==> src/rtl/rhslp_pkg.sv <==
`timescale 1ns / 1ps
`default_nettype none

package rhslp_pkg;

  // table geometry
  localparam int TABLE_SIZE        = 769;
  localparam int PROBE_STEP        = 193;
  localparam int KEY_FRACTION_BITS = 16;

  localparam int KEY_W   = KEY_FRACTION_BITS + 1;
  localparam int SLOT_W  = $clog2(TABLE_SIZE);
  localparam int COUNT_W = $clog2(TABLE_SIZE + 1);
  localparam int PROD_W  = KEY_W + SLOT_W;
  localparam int HASH_W  = PROD_W - KEY_FRACTION_BITS;
  localparam int ENTRY_W = KEY_W + 1;

  // fixed result field widths
  localparam int OUT_STATUS_W = 2;
  localparam int OUT_IDX_W    = 10;
  localparam int OUT_FILL_W   = 10;

  // 4*n > 3*T  <=>  n > floor(3*T/4)
  localparam int LOAD_LIMIT = (3 * TABLE_SIZE) / 4;

  localparam logic FUNC_INSERT = 1'b0;
  localparam logic FUNC_LOOKUP = 1'b1;

  typedef enum logic [OUT_STATUS_W-1:0] {
    STATUS_NEW     = 2'd0,
    STATUS_PRESENT = 2'd1,
    STATUS_ABSENT  = 2'd2,
    STATUS_FULL    = 2'd3
  } status_t;

  typedef enum logic [1:0] {
    ST_CLEAR,
    ST_IDLE,
    ST_HASH,
    ST_PROBE
  } state_t;

  typedef struct packed {
    logic clear;    // write an empty entry at the sweep pointer
    logic load;     // capture the input item
    logic start;    // reduce hash to start slot, issue first read
    logic advance;  // step to next slot, issue its read
    logic finish;   // retire the item into the output register
  } cmd_t;

  typedef struct packed {
    logic clear_last;  // sweep pointer at the last slot
    logic probe_end;   // current slot ends the probe
    logic out_free;    // output register can take a result
  } sts_t;

endpackage

`default_nettype wire

==> src/rtl/rhslp_ctrl.sv <==
`timescale 1ns / 1ps
`default_nettype none

module rhslp_ctrl (
  input  wire logic            clk,
  input  wire logic            rst_n,
  input  wire logic            in_valid,
  output logic                 in_ready,
  input  wire rhslp_pkg::sts_t sts,
  output rhslp_pkg::cmd_t      cmd
);

  rhslp_pkg::state_t state_r, state_nxt;

  always_ff @(posedge clk) begin
    if (!rst_n) begin
      state_r <= rhslp_pkg::ST_CLEAR;
    end else begin
      state_r <= state_nxt;
    end
  end

  always_comb begin
    state_nxt = state_r;
    cmd       = '0;
    in_ready  = 1'b0;
    unique case (state_r)
      rhslp_pkg::ST_CLEAR: begin
        cmd.clear = 1'b1;
        if (sts.clear_last) begin
          state_nxt = rhslp_pkg::ST_IDLE;
        end
      end
      rhslp_pkg::ST_IDLE: begin
        in_ready = 1'b1;
        if (in_valid) begin
          cmd.load  = 1'b1;
          state_nxt = rhslp_pkg::ST_HASH;
        end
      end
      rhslp_pkg::ST_HASH: begin
        cmd.start = 1'b1;
        state_nxt = rhslp_pkg::ST_PROBE;
      end
      rhslp_pkg::ST_PROBE: begin
        if (!sts.probe_end) begin
          cmd.advance = 1'b1;
        end else if (sts.out_free) begin
          cmd.finish = 1'b1;
          state_nxt  = rhslp_pkg::ST_IDLE;
        end
      end
      default: begin
        state_nxt = rhslp_pkg::ST_CLEAR;
      end
    endcase
  end

endmodule

`default_nettype wire

==> config.mk <==
export PLATFORM = sky130hd
export DESIGN_NAME = rhslp_ctrl
export DESIGN_NICKNAME = d
export VERILOG_FILES = /design/src/rtl/rhslp_pkg.sv /design/src/rtl/rhslp_ctrl.sv
export SDC_FILE = /design/constraint.sdc
export NUM_CORES = 1
export LEC_CHECK = 0
export BUFFER_PORTS_ARGS = -buffer_cell sky130_fd_sc_hd__buf_2
export CORE_AREA = 2 2 39 41
export CTS_CLUSTER_DIAMETER = 80
export DETAILED_ROUTE_END_ITERATION = 7
export DIE_AREA = 0 0 41 43
export GPL_ROUTABILITY_DRIVEN = 0
export GPL_TIMING_DRIVEN = 0
export PLACE_DENSITY = 0.37
export SETUP_SLACK_MARGIN = 0.15
export SYNTH_ARGS = -nofsm -noshare
export SYNTH_HDL_FRONTEND = slang
export SYNTH_SLANG_ARGS = --single-unit
export TNS_END_PERCENT = 10
==> constraint.sdc <==
create_clock -name clk -period 3.66 [get_ports clk]
set_input_delay 0.549 -clock clk [delete_from_list [all_inputs] [get_ports clk]]
set_output_delay 0.549 -clock clk [all_outputs]
set_load 0.05 [all_outputs]
==> results of run 1 <==
## worst max-delay path by stage
stage / from / endpoint / slack (ns) / cells past startpoint
floorplan: state_r[1] / cmd[3] / 1.82 / 3
global placement: sts[1] / cmd[0] / 2.06 / 3
detailed placement: state_r[1] / cmd[3] / 2.06 / 4
CTS: state_r[1] / cmd[3] / 1.82 / 4
global route: state_r[1] / cmd[3] / 1.74 / 4
finish: state_r[1] / cmd[3] / 1.84 / 4
## power by group
group | leakage [nW] | total [W] | internal, W | switching, W
combinational | 0.139 | 0.000171 | 0.0000494 | 0.000121
sequential | 0.0166 | 0.0000451 | 0.0000325 | 0.0000126
clock | 0.0138 | 0.0000475 | 0.0000361 | 0.0000114
## worst max-delay path: stages, from the launching register on
cell and delay, ns:
dfxtp_1 0.37, inv_1 0.10, ha_1 0.21, and2_2 0.17
buf_2 0.20
## through the flow
stage	total power, W	instances	worst slack [ns]	cell area [sq um]
finish	0.000263	52	1.84	287
global route	0.000288	52	1.74	287
CTS	0.000269	52	1.82	287
detailed placement	0.000218	49	2.06	264
global placement	0.000220	49	2.06	264
floorplan	0.000190	22	1.82	189
## placed cells by master, fill, tap and decap left out
cell type,netlist,final
dfxtp_1,2,2
nand2_1,4,4
inv_1,4,4
buf_2,0,11
nor2b_1,1,1
a222oi_1,1,1
and3_1,1,1
nand2b_1,1,1
mux2i_1,2,2
and2_2,1,1
ha_1,5,5
clkbuf_4,0,3
## cell families (layout without fill, tap and decap cells)
kind of cell | Yosys count | in the layout
mux | 2 | 2
compound gates | 1 | 1
buf+inv | 4 | 18
flops | 2 | 2
fa+ha+maj | 5 | 5
simple gates | 8 | 8
## routing by layer
metal	vias to the layer above	track usage	part of all wire
met5	-	0	0
met4	0	0.0400	0
met3	0	0.0209	0.17
met2	11	0.0781	0.35
met1	75	0.0575	0.48
li1	98	-	-
## cell type report
cell class	count	area (sq um)
repair buffers	11	55.1
flip-flops and latches	2	40.0
well taps	16	20.0
fillers	154	1100
multi-input cells	16	134
clock buffers	3	22.5
inverters	4	15.0
==> flow_summary.ini, run 1 <==
[run_status]
status = finished, final reports clean

[sta]
finalHoldViolCount = 0
drv_slew = 0
finClkSkew_ns = 0.00348
period_share = 0.497
worst_slew_pin_slew_ns = 0.539
fmax_ghz = 0.550
slew_headroom = 0.641
whs_ns = 0.502
fin_crit_ns = 1.82
finalSetupViolCount = 0
setup_tns_ns = 0
rsz0062_at_grt = false

[clock_network]
clkTransAtPathRegs_ns = 0.03
cts_sinks = 2
numCtsBuffers = 3
holdBufCountCts = 0
cts_resized = 0
ctsRootBufferMaster = clkbuf_4
postCtsSetupBuffers = 0
tritoncts = built
htreeDepth = 1
clockBufferDepth = 2
clk_latency_ns = 0.22

[logic_synthesis]
yosys-top-cells-count = 5 x ha_1, 4 x inv_1, 4 x nand2_1
ys_seq_area_frac = 0.212
synthSimpleGateAreaFrac = 0.219
synthTopCellsByArea = ha_1 33%, dfxtp_1 21%, mux2i_1 11%
synth_top_family_by_area = adder cells
synthesis.area_sq_um = 189
async_flop_share = 0
yosysMostFrequentCell = ha_1
synth_top_area_frac = 0.331
ys_ff_latch = 2
synthAdderAreaFrac = 0.331
ys.warnings.count = 0
synth_edf_count = 0
synth_cell_types = 10
netlist_instances = 22
syn_area_per_cell_sq_um = 8.59
synth-compound-area-share = 0.0530
yosys_most_used_dff = dfxtp_1
synth_nets = 33
synth_area_leader_cell = ha_1
synthXorXnorAreaFrac = 0
synth_mux_area_frac = 0.106

[critical_path]
cp-start-kind = flop
r2r_cells = 4
crit_required_ns = 3.11
path_max_fanout = 4
r2r-start = state_r[1]
r2r_setup_slack_ns = 2.14
crit_type = flop to output port
reg2reg_to = state_r[0]
crit_arrival_ns = 1.27
end_kind = output port

[cells_and_area]
largest_register = state_r
largest_reg_flops = 2
postLayoutCoreUtil = 0.207
area_growth_pct = 51.7
diodes = 0
drive_gt1_frac = 0.417
reg.largest.list = state_r (2)
nets = 49

[global_routing]
grt-ovfl-total = 0
antenna_found_initial = 0
gr-usage-all-layers = 0.0531
grt_max_degree = 6
grt_pass1_wl_um = 648
grt_pass1_vias = 193

[pwr]
powerDensity_nw_per_um2 = 920
p_leak_nw = 0.169
max-vdd-ir-drop_mv = 0.255

[floorplan]
core_sq_um = 1380
rows = 14
ios = 12
die_y_um = 43
die-area_sq_um = 1760
die_w_um = 41
initial_core_util = 0.137

[routing]
wl_per_cell_um = 7.40
drc = 0
drt_first_pass_iters = 4
wl_um = 385
vias = 184
ant_nets = 0
via_per_inst = 3.54
dr.first_iter.drc_count = 8

[worst_hold_path]
min_from = state_r[1]
min_to = state_r[1]
hold_depth = 2
min_path_type = flop to flop

[placement]
io_buffers = 11
dp_hpwl_um = 316

[run]
maxCapViolCount = 0
Note: power is estimated with default switching activity, not from simulation.
==> inputs of run 2 (changes only) <==
ABC_AREA = 1   (was not set)
PLACE_DENSITY = 0.41   (was 0.37)
clock period = 1.6 ns   (was 3.66 ns; I/O delays follow)
==> flow_summary.ini, run 2 <==
[run_status]
status = finished, final reports clean

[logic_synthesis]
synthesis.area_sq_um = 221
synthXorXnorAreaFrac = 0
synth_nets = 44
yosys_most_used_dff = dfxtp_1
yosysMostFrequentCell = nand2_1
synthTopCellsByArea = ha_1 28%, dfxtp_1 18%, nand2_1 10%
synth_edf_count = 0
netlist_instances = 33
synth_cell_types = 12
ys.warnings.count = 0
synth_mux_area_frac = 0
syn_area_per_cell_sq_um = 6.71
synthSimpleGateAreaFrac = 0.328
synth-compound-area-share = 0.0734
synth_top_family_by_area = simple AND/OR/NAND/NOR gates
synth_top_area_frac = 0.282
ys_seq_area_frac = 0.181
async_flop_share = 0
ys_ff_latch = 2
synth_area_leader_cell = ha_1
synthAdderAreaFrac = 0.282
yosys-top-cells-count = 6 x nand2_1, 5 x ha_1, 5 x inv_1

[pwr]
pwr-share-clk = 0.179
powerDensity_nw_per_um2 = 1860
power_switching_share = 0.555
p_int_w = 0.000273
p_comb_frac = 0.658
p_leak_nw = 0.189
seqPwrFrac = 0.163
max-vdd-ir-drop_mv = 0.568
p_sw_w = 0.000341
fin_total_pwr_w = 0.000614

[clock_network]
htreeDepth = 1
clockBufferDepth = 2
numCtsBuffers = 3
clkTransAtPathRegs_ns = 0.03
tritoncts = built
cts_sinks = 2
ctsRootBufferMaster = clkbuf_4
postCtsSetupBuffers = 0
clk_latency_ns = 0.22

[routing]
dr.first_iter.drc_count = 0
ant_nets = 0
wl_per_cell_um = 6.56
via_per_inst = 3.33
wl_um = 413
drt_first_pass_iters = 1
drc = 0
vias = 210

[cells_and_area]
fin_cells = 63
drive_gt1_frac = 0.489
nets = 60
layout_common_cells = 8 x buf_2, 6 x nand2_1, 5 x inv_1, 5 x clkbuf_4
mostFrequentLayoutCell = buf_2
area_growth_pct = 49.2
reg.largest.list = state_r (2)
largest_reg_flops = 2
diodes = 0
largest_register = state_r
final_area_sq_um = 330

[global_routing]
grt_pass1_vias = 207
grt_pass1_wl_um = 662
grt-ovfl-total = 0
antenna_found_initial = 0
gr-usage-all-layers = 0.0611
grt_max_degree = 6

[placement]
dp.cells = 60
place_area_sq_um = 299
io_buffers = 11
dp_slack_ns = 0.378
dp_hpwl_um = 347

[critical_path]
crit_type = flop to output port
crit_required_ns = 1.36
cp-start-kind = flop
end_kind = output port
crit_arrival_ns = 1.15
path_max_fanout = 4

[floorplan]
ios = 12
core_sq_um = 1380
die_y_um = 43
rows = 14
initial_core_util = 0.160
die_w_um = 41
die-area_sq_um = 1760

[run]
maxCapViolCount = 0

[sta]
worst_slack_ns = 0.206
worst_slew_pin_slew_ns = 0.247
finClkSkew_ns = 0.00184
slew_headroom = 0.836
rsz0062_at_grt = true
setup_tns_ns = 0
fin_crit_ns = 1.39
period_share = 0.871
drv_slew = 0
finalHoldViolCount = 0
finalSetupViolCount = 0
fmax_ghz = 0.717

[worst_hold_path]
min_path_type = input pin to flop
run 2: cells by family after synthesis:
group / Yosys count
buffers and inverters: 8
DFF: 2
AOI/OAI and AO/OA: 2
adders and majority gates: 5
and+or+nand+nor: 16
run 2: final timing paths:
check	slack (ns)	endpoint	depth (start not counted)	startpoint
setup / recovery	0.21	cmd[3]	5	state_r[1]
hold / removal	0.27	state_r[0]	3	rst_n
setup reg to reg	0.47	state_r[1]	8	state_r[1]
hold reg to reg	0.55	state_r[0]	2	state_r[0]
run 2: final cells by class:
type	count	area (sq um)
multi-input combinational	23	154
clock buffer	3	22.5
fill	169	1050
sequential	2	41.3
tap	16	20.0
timing repair buffer	11	62.6
inverter	8	30.0
run 2: worst max-delay path, cell delays in order (launching register included):
cell and delay, ns:
dfxtp_1 0.37, inv_1 0.10, ha_2 0.18, nand2_1 0.05, inv_1 0.03, clkbuf_4 0.20
run 2: through the flow:
stage | hold WS (ns) | util
global placement | 0.492 | 0.216
detailed placement | 0.499 | 0.216
CTS | 0.264 | 0.234
global route | 0.285 | 0.239
finish | 0.267 | 0.239
floorplan | 0.375 | -
run 2: what timing repair did:
action,in CTS,in global routing
endpoints found under the setup margin,2,4
hold buffers,0,0
gates resized for setup,1,3
cloned,0,0
run 2: metal layers:
metal / GRT usage / vias to the layer above / wire length (um) / share of wire
met5: 0 / - / 0 / 0
met4: 0.0800 / 0 / 0 / 0
met3: 0.0314 / 0 / 18 / 0.044
met2: 0.0750 / 4 / 215 / 0.52
met1: 0.0607 / 80 / 180 / 0.44
li1: - / 126 / - / -
run 2: power groups by stage:
| stage | registers [W] | logic, W | clock network (W) |
|---|---|---|---|
| 5_1_grt | 0.000105 | 0.000445 | 0.000116 |
| 4_1_cts | 0.0000978 | 0.000408 | 0.000119 |
| 3_3_place_gp | 0.0000991 | 0.000408 | 0 |
| 2_1_floorplan | 0.0000911 | 0.000351 | 0 |
| 6_report | 0.000100 | 0.000404 | 0.000110 |
| 3_5_place_dp | 0.0000985 | 0.000406 | 0 |
